<file path="src/hw/rtl/mssc_pkg.sv">
// Package for the motor soft-start core: widths, reset values, register
// indexes and request codes.
// No dependencies; compile before the interfaces and the core.
package mssc_pkg;

   localparam int ADC_BITS_DEFAULT = 10;
   localparam int PWM_BITS_DEFAULT = 8;

   localparam int CSR_INDEX_BITS = 2;
   localparam int CSR_DATA_BITS  = 16;
   localparam int INCIDENT_BITS  = 8;

   localparam logic [INCIDENT_BITS-1:0] MAX_INCIDENTS_RESET = 8'd10;
   localparam logic [7:0]               SPEED_CAP_RESET     = 8'd249;

   typedef enum logic [CSR_INDEX_BITS-1:0] {
      CSR_CURRENT_LIMIT = 2'd0,
      CSR_MAX_INCIDENTS = 2'd1,
      CSR_SPEED_CAP     = 2'd2
   } csr_index_type;

   typedef enum logic {
      REQ_DRIVE  = 1'b0,
      REQ_SAMPLE = 1'b1
   } req_code_type;

endpackage

</file>
<file path="src/hw/rtl/mssc_if.sv">
// Handshake interfaces for the motor soft-start core: request, response
// and register-write channels.
// Depends on mssc_pkg.
interface mssc_req_if #(
   parameter int ADC_BITS = mssc_pkg::ADC_BITS_DEFAULT,
   parameter int PWM_BITS = mssc_pkg::PWM_BITS_DEFAULT
);
   logic                       valid;
   logic                       ready;
   logic                       req_type;
   logic signed [PWM_BITS:0]   left_speed;
   logic signed [PWM_BITS:0]   right_speed;
   logic        [ADC_BITS-1:0] current_a;
   logic        [ADC_BITS-1:0] current_b;

   modport source (output valid, req_type, left_speed, right_speed, current_a, current_b,
                   input ready);
   modport sink (input valid, req_type, left_speed, right_speed, current_a, current_b,
                 output ready);
endinterface

interface mssc_rsp_if #(
   parameter int ADC_BITS = mssc_pkg::ADC_BITS_DEFAULT,
   parameter int PWM_BITS = mssc_pkg::PWM_BITS_DEFAULT
);
   logic                valid;
   logic                ready;
   logic [PWM_BITS-1:0] pwm_left;
   logic [PWM_BITS-1:0] pwm_right;
   logic                left_reverse;
   logic                right_reverse;
   logic [ADC_BITS-1:0] peak_a;
   logic [ADC_BITS-1:0] peak_b;
   logic                ramping;

   modport source (output valid, pwm_left, pwm_right, left_reverse, right_reverse,
                   peak_a, peak_b, ramping, input ready);
   modport sink (input valid, pwm_left, pwm_right, left_reverse, right_reverse,
                 peak_a, peak_b, ramping, output ready);
endinterface

interface mssc_csr_if;
   logic                                 valid;
   logic                                 ready;
   logic [mssc_pkg::CSR_INDEX_BITS-1:0]  index;
   logic [mssc_pkg::CSR_DATA_BITS-1:0]   data;

   modport source (output valid, index, data, input ready);
   modport sink (input valid, index, data, output ready);
endinterface

</file>
<file path="src/hw/rtl/motor_soft_start_current_limit_core.sv">
// Two-motor soft-start ramp with current limiting. Every request word yields
// one registered response word; a new word can be taken in every cycle while
// the skid register is empty, the whole state update being one pass of
// compares and increments between the state registers. A two-entry output
// (response register plus skid register) keeps requests flowing for one more
// word after the response side stalls. A drive word sets targets, reverse
// bits and clears the ramp; a sample word steps the ramp up, or down with an
// incident, while ramping. Register writes are always accepted.
module motor_soft_start_current_limit_core #(
   parameter int ADC_BITS = mssc_pkg::ADC_BITS_DEFAULT,
   parameter int PWM_BITS = mssc_pkg::PWM_BITS_DEFAULT
) (
   input logic   clock,
   input logic   reset,
   mssc_req_if.sink   req_bus,
   mssc_rsp_if.source rsp_bus,
   mssc_csr_if.sink   csr_bus
);

   localparam int IB       = mssc_pkg::INCIDENT_BITS;
   localparam int RSP_BITS = 2 * PWM_BITS + 2 * ADC_BITS + 3;
   localparam logic [ADC_BITS-1:0] LIMIT_RESET = ADC_BITS'(1) << (ADC_BITS - 1);

   logic [ADC_BITS-1:0] current_limit_ff;
   logic [IB-1:0]       max_incidents_ff;
   logic [PWM_BITS-1:0] speed_cap_ff;

   logic [PWM_BITS-1:0] target_left_ff,  target_left_in;
   logic [PWM_BITS-1:0] target_right_ff, target_right_in;
   logic [PWM_BITS:0]   ramp_level_ff,   ramp_level_in;
   logic [IB-1:0]       incident_ff,     incident_in;
   logic [PWM_BITS-1:0] level_left_ff,   level_left_in;
   logic [PWM_BITS-1:0] level_right_ff,  level_right_in;
   logic [ADC_BITS-1:0] peak_left_ff,    peak_left_in;
   logic [ADC_BITS-1:0] peak_right_ff,   peak_right_in;
   logic [1:0]          reverse_ff,      reverse_in;
   logic                active_ff,       active_in;

   logic                out_valid_ff,  out_valid_in;
   logic [RSP_BITS-1:0] out_data_ff,   out_data_in;
   logic                skid_valid_ff, skid_valid_in;
   logic [RSP_BITS-1:0] skid_data_ff,  skid_data_in;

   logic                req_accept;
   logic [RSP_BITS-1:0] new_word;
   logic [PWM_BITS:0]   left_mag;
   logic [PWM_BITS:0]   right_mag;
   logic [PWM_BITS:0]   cap_ext;
   logic                left_pos, left_neg, right_pos, right_neg;
   logic                below_limit;

   assign req_bus.ready = !skid_valid_ff;
   assign csr_bus.ready = 1'b1;
   assign req_accept    = req_bus.valid && req_bus.ready;

   always_ff @(posedge clock) begin
      if (reset) begin
         current_limit_ff <= LIMIT_RESET;
         max_incidents_ff <= mssc_pkg::MAX_INCIDENTS_RESET;
         speed_cap_ff     <= PWM_BITS'(mssc_pkg::SPEED_CAP_RESET);
      end else if (csr_bus.valid) begin
         case (csr_bus.index)
            mssc_pkg::CSR_CURRENT_LIMIT: current_limit_ff <= csr_bus.data[ADC_BITS-1:0];
            mssc_pkg::CSR_MAX_INCIDENTS: max_incidents_ff <= csr_bus.data[IB-1:0];
            mssc_pkg::CSR_SPEED_CAP:     speed_cap_ff     <= PWM_BITS'(csr_bus.data[7:0]);
            default: ;
         endcase
      end
   end

   always_comb begin
      left_mag  = req_bus.left_speed[PWM_BITS] ?
                  (~req_bus.left_speed + 1'b1) : req_bus.left_speed;
      right_mag = req_bus.right_speed[PWM_BITS] ?
                  (~req_bus.right_speed + 1'b1) : req_bus.right_speed;
      cap_ext   = {1'b0, speed_cap_ff};
      left_neg  = req_bus.left_speed[PWM_BITS];
      right_neg = req_bus.right_speed[PWM_BITS];
      left_pos  = !left_neg && (req_bus.left_speed != '0);
      right_pos = !right_neg && (req_bus.right_speed != '0);
      below_limit = (req_bus.current_a < current_limit_ff) &&
                    (req_bus.current_b < current_limit_ff);

      target_left_in  = target_left_ff;
      target_right_in = target_right_ff;
      ramp_level_in   = ramp_level_ff;
      incident_in     = incident_ff;
      level_left_in   = level_left_ff;
      level_right_in  = level_right_ff;
      peak_left_in    = peak_left_ff;
      peak_right_in   = peak_right_ff;
      reverse_in      = reverse_ff;
      active_in       = active_ff;

      if (req_bus.req_type == mssc_pkg::REQ_DRIVE) begin
         target_left_in  = (left_mag > cap_ext) ? speed_cap_ff : left_mag[PWM_BITS-1:0];
         target_right_in = (right_mag > cap_ext) ? speed_cap_ff : right_mag[PWM_BITS-1:0];
         if (left_pos && right_pos) begin
            reverse_in = 2'b00;
         end else if (left_neg && right_neg) begin
            reverse_in = 2'b11;
         end else if (left_neg && right_pos) begin
            reverse_in = 2'b01;
         end else begin
            reverse_in = 2'b10;
         end
         ramp_level_in  = '0;
         incident_in    = '0;
         level_left_in  = '0;
         level_right_in = '0;
         peak_left_in   = '0;
         peak_right_in  = '0;
         active_in = (max_incidents_ff != '0) &&
                     !(target_left_in == '0 && target_right_in == '0);
      end else if (active_ff) begin
         if (req_bus.current_a > peak_left_ff) begin
            peak_left_in = req_bus.current_a;
         end
         if (req_bus.current_b > peak_right_ff) begin
            peak_right_in = req_bus.current_b;
         end
         if (below_limit) begin
            if (ramp_level_ff != '1) begin
               ramp_level_in = ramp_level_ff + 1'b1;
            end
         end else begin
            if (ramp_level_ff != '0) begin
               ramp_level_in = ramp_level_ff - 1'b1;
            end
            if (incident_ff != '1) begin
               incident_in = incident_ff + 1'b1;
            end
         end
         level_left_in  = (ramp_level_in < {1'b0, target_left_ff}) ?
                          ramp_level_in[PWM_BITS-1:0] : target_left_ff;
         level_right_in = (ramp_level_in < {1'b0, target_right_ff}) ?
                          ramp_level_in[PWM_BITS-1:0] : target_right_ff;
         active_in = (incident_in < max_incidents_ff) &&
                     !(level_left_in == target_left_ff && level_right_in == target_right_ff);
      end

      new_word = {level_left_in, level_right_in, reverse_in[0], reverse_in[1],
                  peak_left_in, peak_right_in, active_in};
   end

   always_ff @(posedge clock) begin
      if (reset) begin
         target_left_ff  <= '0;
         target_right_ff <= '0;
         ramp_level_ff   <= '0;
         incident_ff     <= '0;
         level_left_ff   <= '0;
         level_right_ff  <= '0;
         peak_left_ff    <= '0;
         peak_right_ff   <= '0;
         reverse_ff      <= '0;
         active_ff       <= 1'b0;
      end else if (req_accept) begin
         target_left_ff  <= target_left_in;
         target_right_ff <= target_right_in;
         ramp_level_ff   <= ramp_level_in;
         incident_ff     <= incident_in;
         level_left_ff   <= level_left_in;
         level_right_ff  <= level_right_in;
         peak_left_ff    <= peak_left_in;
         peak_right_ff   <= peak_right_in;
         reverse_ff      <= reverse_in;
         active_ff       <= active_in;
      end
   end

   always_comb begin
      out_valid_in  = out_valid_ff;
      out_data_in   = out_data_ff;
      skid_valid_in = skid_valid_ff;
      skid_data_in  = skid_data_ff;
      if (out_valid_ff && rsp_bus.ready) begin
         if (skid_valid_ff) begin
            out_data_in   = skid_data_ff;
            skid_valid_in = 1'b0;
         end else begin
            out_valid_in = req_accept;
            out_data_in  = new_word;
         end
      end else if (out_valid_ff) begin
         if (req_accept) begin
            skid_valid_in = 1'b1;
            skid_data_in  = new_word;
         end
      end else if (req_accept) begin
         out_valid_in = 1'b1;
         out_data_in  = new_word;
      end
   end

   always_ff @(posedge clock) begin
      if (reset) begin
         out_valid_ff  <= 1'b0;
         skid_valid_ff <= 1'b0;
      end else begin
         out_valid_ff  <= out_valid_in;
         skid_valid_ff <= skid_valid_in;
      end
      out_data_ff  <= out_data_in;
      skid_data_ff <= skid_data_in;
   end

   assign rsp_bus.valid = out_valid_ff;
   assign {rsp_bus.pwm_left, rsp_bus.pwm_right, rsp_bus.left_reverse, rsp_bus.right_reverse,
           rsp_bus.peak_a, rsp_bus.peak_b, rsp_bus.ramping} = out_data_ff;

`ifndef SYNTH
   a_skid_needs_out: assert property (@(posedge clock) disable iff (reset)
      skid_valid_ff |-> out_valid_ff)
      else $error("skid word held without a response word");

   a_idle_tick_holds: assert property (@(posedge clock) disable iff (reset)
      (req_accept && req_bus.req_type == mssc_pkg::REQ_SAMPLE && !active_ff)
      |=> ($stable(ramp_level_ff) && $stable(incident_ff)))
      else $error("sample while idle changed the ramp");

   a_drive_clears: assert property (@(posedge clock) disable iff (reset)
      (req_accept && req_bus.req_type == mssc_pkg::REQ_DRIVE)
      |=> (incident_ff == '0 && ramp_level_ff == '0))
      else $error("drive word did not clear the ramp");

   a_level_bounded: assert property (@(posedge clock) disable iff (reset)
      (level_left_ff <= target_left_ff) && (level_right_ff <= target_right_ff))
      else $error("motor level above its target");
`endif

endmodule
</file>
<file path="src/flat_wrapper.sv">
// flat-port wrapper written by rule: the top's interface ports become plain ports
module motor_soft_start_current_limit_core_flat 
#(
   parameter int ADC_BITS = mssc_pkg::ADC_BITS_DEFAULT,
   parameter int PWM_BITS = mssc_pkg::PWM_BITS_DEFAULT
)
  (clock, reset, req_bus_valid, req_bus_req_type, req_bus_left_speed, req_bus_right_speed, req_bus_current_a, req_bus_current_b, req_bus_ready, rsp_bus_valid, rsp_bus_pwm_left, rsp_bus_pwm_right, rsp_bus_left_reverse, rsp_bus_right_reverse, rsp_bus_peak_a, rsp_bus_peak_b, rsp_bus_ramping, rsp_bus_ready, csr_bus_valid, csr_bus_index, csr_bus_data, csr_bus_ready);
  mssc_req_if #(.ADC_BITS(ADC_BITS), .PWM_BITS(PWM_BITS)) req_bus_i ();
  mssc_rsp_if #(.ADC_BITS(ADC_BITS), .PWM_BITS(PWM_BITS)) rsp_bus_i ();
  mssc_csr_if csr_bus_i ();
  input logic clock;
  input logic reset;
  input wire logic [$bits(req_bus_i.valid)-1:0] req_bus_valid;
  input wire logic [$bits(req_bus_i.req_type)-1:0] req_bus_req_type;
  input wire logic [$bits(req_bus_i.left_speed)-1:0] req_bus_left_speed;
  input wire logic [$bits(req_bus_i.right_speed)-1:0] req_bus_right_speed;
  input wire logic [$bits(req_bus_i.current_a)-1:0] req_bus_current_a;
  input wire logic [$bits(req_bus_i.current_b)-1:0] req_bus_current_b;
  output wire logic [$bits(req_bus_i.ready)-1:0] req_bus_ready;
  output wire logic [$bits(rsp_bus_i.valid)-1:0] rsp_bus_valid;
  output wire logic [$bits(rsp_bus_i.pwm_left)-1:0] rsp_bus_pwm_left;
  output wire logic [$bits(rsp_bus_i.pwm_right)-1:0] rsp_bus_pwm_right;
  output wire logic [$bits(rsp_bus_i.left_reverse)-1:0] rsp_bus_left_reverse;
  output wire logic [$bits(rsp_bus_i.right_reverse)-1:0] rsp_bus_right_reverse;
  output wire logic [$bits(rsp_bus_i.peak_a)-1:0] rsp_bus_peak_a;
  output wire logic [$bits(rsp_bus_i.peak_b)-1:0] rsp_bus_peak_b;
  output wire logic [$bits(rsp_bus_i.ramping)-1:0] rsp_bus_ramping;
  input wire logic [$bits(rsp_bus_i.ready)-1:0] rsp_bus_ready;
  input wire logic [$bits(csr_bus_i.valid)-1:0] csr_bus_valid;
  input wire logic [$bits(csr_bus_i.index)-1:0] csr_bus_index;
  input wire logic [$bits(csr_bus_i.data)-1:0] csr_bus_data;
  output wire logic [$bits(csr_bus_i.ready)-1:0] csr_bus_ready;
  assign req_bus_i.valid = req_bus_valid;
  assign req_bus_i.req_type = req_bus_req_type;
  assign req_bus_i.left_speed = req_bus_left_speed;
  assign req_bus_i.right_speed = req_bus_right_speed;
  assign req_bus_i.current_a = req_bus_current_a;
  assign req_bus_i.current_b = req_bus_current_b;
  assign req_bus_ready = req_bus_i.ready;
  assign rsp_bus_valid = rsp_bus_i.valid;
  assign rsp_bus_pwm_left = rsp_bus_i.pwm_left;
  assign rsp_bus_pwm_right = rsp_bus_i.pwm_right;
  assign rsp_bus_left_reverse = rsp_bus_i.left_reverse;
  assign rsp_bus_right_reverse = rsp_bus_i.right_reverse;
  assign rsp_bus_peak_a = rsp_bus_i.peak_a;
  assign rsp_bus_peak_b = rsp_bus_i.peak_b;
  assign rsp_bus_ramping = rsp_bus_i.ramping;
  assign rsp_bus_i.ready = rsp_bus_ready;
  assign csr_bus_i.valid = csr_bus_valid;
  assign csr_bus_i.index = csr_bus_index;
  assign csr_bus_i.data = csr_bus_data;
  assign csr_bus_ready = csr_bus_i.ready;
  motor_soft_start_current_limit_core #(.ADC_BITS(ADC_BITS), .PWM_BITS(PWM_BITS)) u_core (.clock(clock), .reset(reset), .req_bus(req_bus_i), .rsp_bus(rsp_bus_i), .csr_bus(csr_bus_i));
endmodule
</file>
<file path="config.mk">
export PLATFORM = sky130hd
export DESIGN_NAME = motor_soft_start_current_limit_core_flat
export DESIGN_NICKNAME = d
export VERILOG_FILES = /design/src/hw/rtl/mssc_pkg.sv /design/src/hw/rtl/mssc_if.sv /design/src/hw/rtl/motor_soft_start_current_limit_core.sv /design/src/flat_wrapper.sv
export SDC_FILE = /design/constraint.sdc
export NUM_CORES = 1
export LEC_CHECK = 0
export BUFFER_PORTS_ARGS = -buffer_cell sky130_fd_sc_hd__buf_2
export CORE_UTILIZATION = 60
export CTS_BUF_LIST = sky130_fd_sc_hd__clkbuf_4 sky130_fd_sc_hd__clkbuf_8
export DETAILED_ROUTE_END_ITERATION = 8
export HOLD_SLACK_MARGIN = 0.05
export PLACE_DENSITY = 0.81
export SYNTH_ARGS = -nofsm -noshare
export SYNTH_HDL_FRONTEND = slang
export SYNTH_SLANG_ARGS = --single-unit
</file>
<file path="constraint.sdc">
create_clock -name clock -period 16.3 [get_ports clock]
set_clock_uncertainty 0.05 [all_clocks]
set_input_delay 3.26 -clock clock [delete_from_list [all_inputs] [get_ports clock]]
set_output_delay 3.26 -clock clock [all_outputs]
set_load 0.005 [all_outputs]
</file>
==> impl_results.md <==
- Initial DRC count: 584
- Power per Cell Area: 85.5 nW/µm²
- Setup_tns: 0 ns
- DIE WIDTH: 134 µm
- CTS Hold Bufs: 0
- Total die area: 18000 µm²
- FP Rows: 47
- Buffer levels on the longest clock path: 2
- GRT Total Usage: 0.276
- WL/cell: 16.3 µm
- Post-route antenna net violation count: 0
- Yosys top cell area share: 0.224
- Critical path class: in -> reg
- Avg Synthesized Cell Area: 9.12 µm²
- Worst path buffer plus inverter count: 1
- Number of remaining DRC errors: 0
- Worst path most repeated cell: a21o_1
- Leakage: 4.67 nW
- CP max stage delay: 0.67 ns
- Register area share after synthesis: 0.415
- Post-Route WL: 23600 µm
- Fmax: 123 MHz
- Nets@finish: 1358
- Worst-margin pin slew: 1.18 ns
- IO Port Bufs: 96
- Worst skew pair latency: 0.46 ns
- Required time worst endpoint: 16.43 ns
- Post-synth ARST share: 0
- Routability cong.: 0.917
- Total iterations of the first detailed-routing run: 6
- Syn nets: 1291
- Cell accounting for the most synthesized area: edfxtp_1
- Root Buffer Master: clkbuf_8
- Fin crit period: 8.12 ns
- Pin count of the biggest net entering global routing: 92
- Postcts setup bufs: 0
- Max-Cap Viols: 0
- Vias in the first global route: 7916
- Final setup fails: 0
- Count of clock tree sinks: 178
- Status: finished, final reports clean
- Share of cells above drive strength 1: 0.147
- Commonest non-fill, non-tap cell in the layout: nor2_1
- EDFF count, synth: 78
- Max FO, Critical Path: 18
- Cell family with most CP delay: compound AO/OA/AOI/OAI gates
- Critical Path End Type: flip-flop
- Die Height: 134 µm
- CP max-delay cell: a2111oi_4
- Tcrit/Tclk final: 0.498
- Distinct cells, synth: 74
- Initial antenna violation count: 0
- Layout Utilization: 0.681
- Post-CTS sizing: 0
- Syn Inst Count: 1149
- Unrepaired setup endpoints after global routing: no
- Seq cells post-synth: 178
- Post-Syn Area: 10500 µm²
- Peak VDD IR: 0.0000989 V
- Gr ovfl total: 0
- Arr. time, crit path: 8.26 ns
- Syn-to-layout area delta: 9.29%
- TritonCTS clock tree: done
- Worst hold path class: reg -> reg
- CTS buffer count: 17
- Clock Pin Slew Worst Setup and Hold Paths: 0.10 ns
- Worst r2r path cells: 18
- Routed via count: 8651
- Top_reg_cell synth: dfxtp_1
- Worst setup SP type: primary input
- Area of the core: 16800 µm²
- ANT cells: 0
- WP depth: 19
- Max H-tree Level: 4
- Via/cell ratio: 5.97
- Detail Placement HPWL: 17300 µm
- Initial Utilization: 0.623
- Final hold violations: 0
- Global-route wire length before repair: 39500 µm
- Most frequent cells in the layout: nor2_1, nand2_1, dfxtp_1, buf_2, inv_1
- Ranking of synthesized cells by area: edfxtp_1, dfxtp_1, ha_1
- Slew Limit Fails: 0
- Hold path cells: 2
- Critical path, cell by cell: buf_2, ha_1, a211oi_1, o22ai_1, nor3_1, o211a_1, nand3_1, a22o_1, ha_1, a21o_1, a21o_1, a21o_1, a21o_1, a21oi_1, nor2b_1, a2111oi_4, mux2_2, mux2i_1, o21ai_0
- Number of I/O pins: 104
- Headroom to the max-slew limit: 0.209
- Synth warnings: 0
[where the power goes]
| part | leakage (nW) | internal, mW | switching, mW |
|---|---|---|---|
| clock | 0.196 | 0.128 | 0.175 |
| sequential | 1.61 | 0.484 | 0.0104 |
| combinational | 2.87 | 0.0746 | 0.107 |
[logic make-up after synthesis]
group	share of synthesized area
compound gates	0.178
xor+xnor	0.0277
fa+ha+maj	0.0955
buf+inv	0.0570
flops	0.415
mux	0.0690
other cells	0.000358
simple gates	0.158
[through the flow]
| stage | power [mW] | hold slack (ns) | instances | worst slack (ns) | instance area, µm² |
|---|---|---|---|---|---|
| global route | 1.02 | 0.465 | 1449 | 7.91 | 11500 |
| detailed placement | 0.683 | 0.414 | 1417 | 7.75 | 11000 |
| floorplan | 0.632 | 0.390 | 1149 | 8.79 | 10500 |
| global placement | 0.678 | 0.402 | 1417 | 7.85 | 11000 |
| finish | 0.979 | 0.433 | 1449 | 8.18 | 11500 |
| CTS | 0.982 | 0.428 | 1449 | 8.24 | 11500 |
[state kept, by name (all words and copies together), names as in the netlist]
name	count
u_core.level_right_ff	8
u_core.incident_ff	8
u_core.speed_cap_ff	8
u_core.rsp_bus.valid	1
u_core.target_right_ff	8
u_core.ramp_level_ff	9
u_core.reverse_ff	2
u_core.target_left_ff	8
u_core.peak_right_ff	10
u_core.peak_left_ff	10
u_core.out_data_ff	39
u_core.max_incidents_ff	8
u_core.level_left_ff	8
u_core.skid_data_ff	39
u_core.skid_valid_ff	1
u_core.current_limit_ff	10
u_core.active_ff	1
[per-layer routing]
metal,up-vias,GRT usage,share of wire
met5,-,0,0
met4,0,0.0836,0.013
met3,28,0.0385,0.064
met2,279,0.441,0.46
met1,4097,0.390,0.46
li1,4247,-,-
[synth_stat cells, types with 3 or more instances]
master,number
nand2_1,108
and3_1,5
dfxtp_1,100
a22oi_1,38
or3_1,9
and2_1,3
o211ai_1,7
nand3_1,19
o22ai_1,3
o2111ai_1,3
ha_1,80
a21oi_1,70
edfxtp_1,78
nand4_1,13
nor2b_1,9
nor3_1,16
mux2_2,27
o21a_1,11
a31oi_1,5
inv_1,85
a211oi_1,9
nor2_1,161
a211o_1,16
o21ai_0,52
o31ai_1,13
clkbuf_1,46
xnor2_1,26
a21o_1,15
buf_6,5
o21ai_1,12
mux2i_1,39
nand2b_1,7
nor4_1,7
[tightest hold or removal path, cell delays in order (launching register included)]
cell and delay [ns]:
dfxtp_1 0.31, inv_1 0.06, a211oi_1 0.06
[final timing paths]
check | from | end | slack [ns]
setup / recovery | req_bus_current_b[7] | u_core.out_data_ff[24] | 8.18
hold / removal | u_core.reverse_ff[1] | u_core.reverse_ff[1] | 0.43
setup reg to reg | u_core.ramp_level_ff[0] | u_core.out_data_ff[24] | 10.75
hold reg to reg | u_core.reverse_ff[1] | u_core.reverse_ff[1] | 0.43
[layout make-up]
class	instances	area (µm²)
clock buffer	17	234
clock inverter	15	173
sequential	178	4340
fill	1348	5370
multi-input combinational	830	5570
inverter	85	319
tap	220	275
timing repair buffer	104	541
Note: power is estimated with default switching activity, not from simulation.
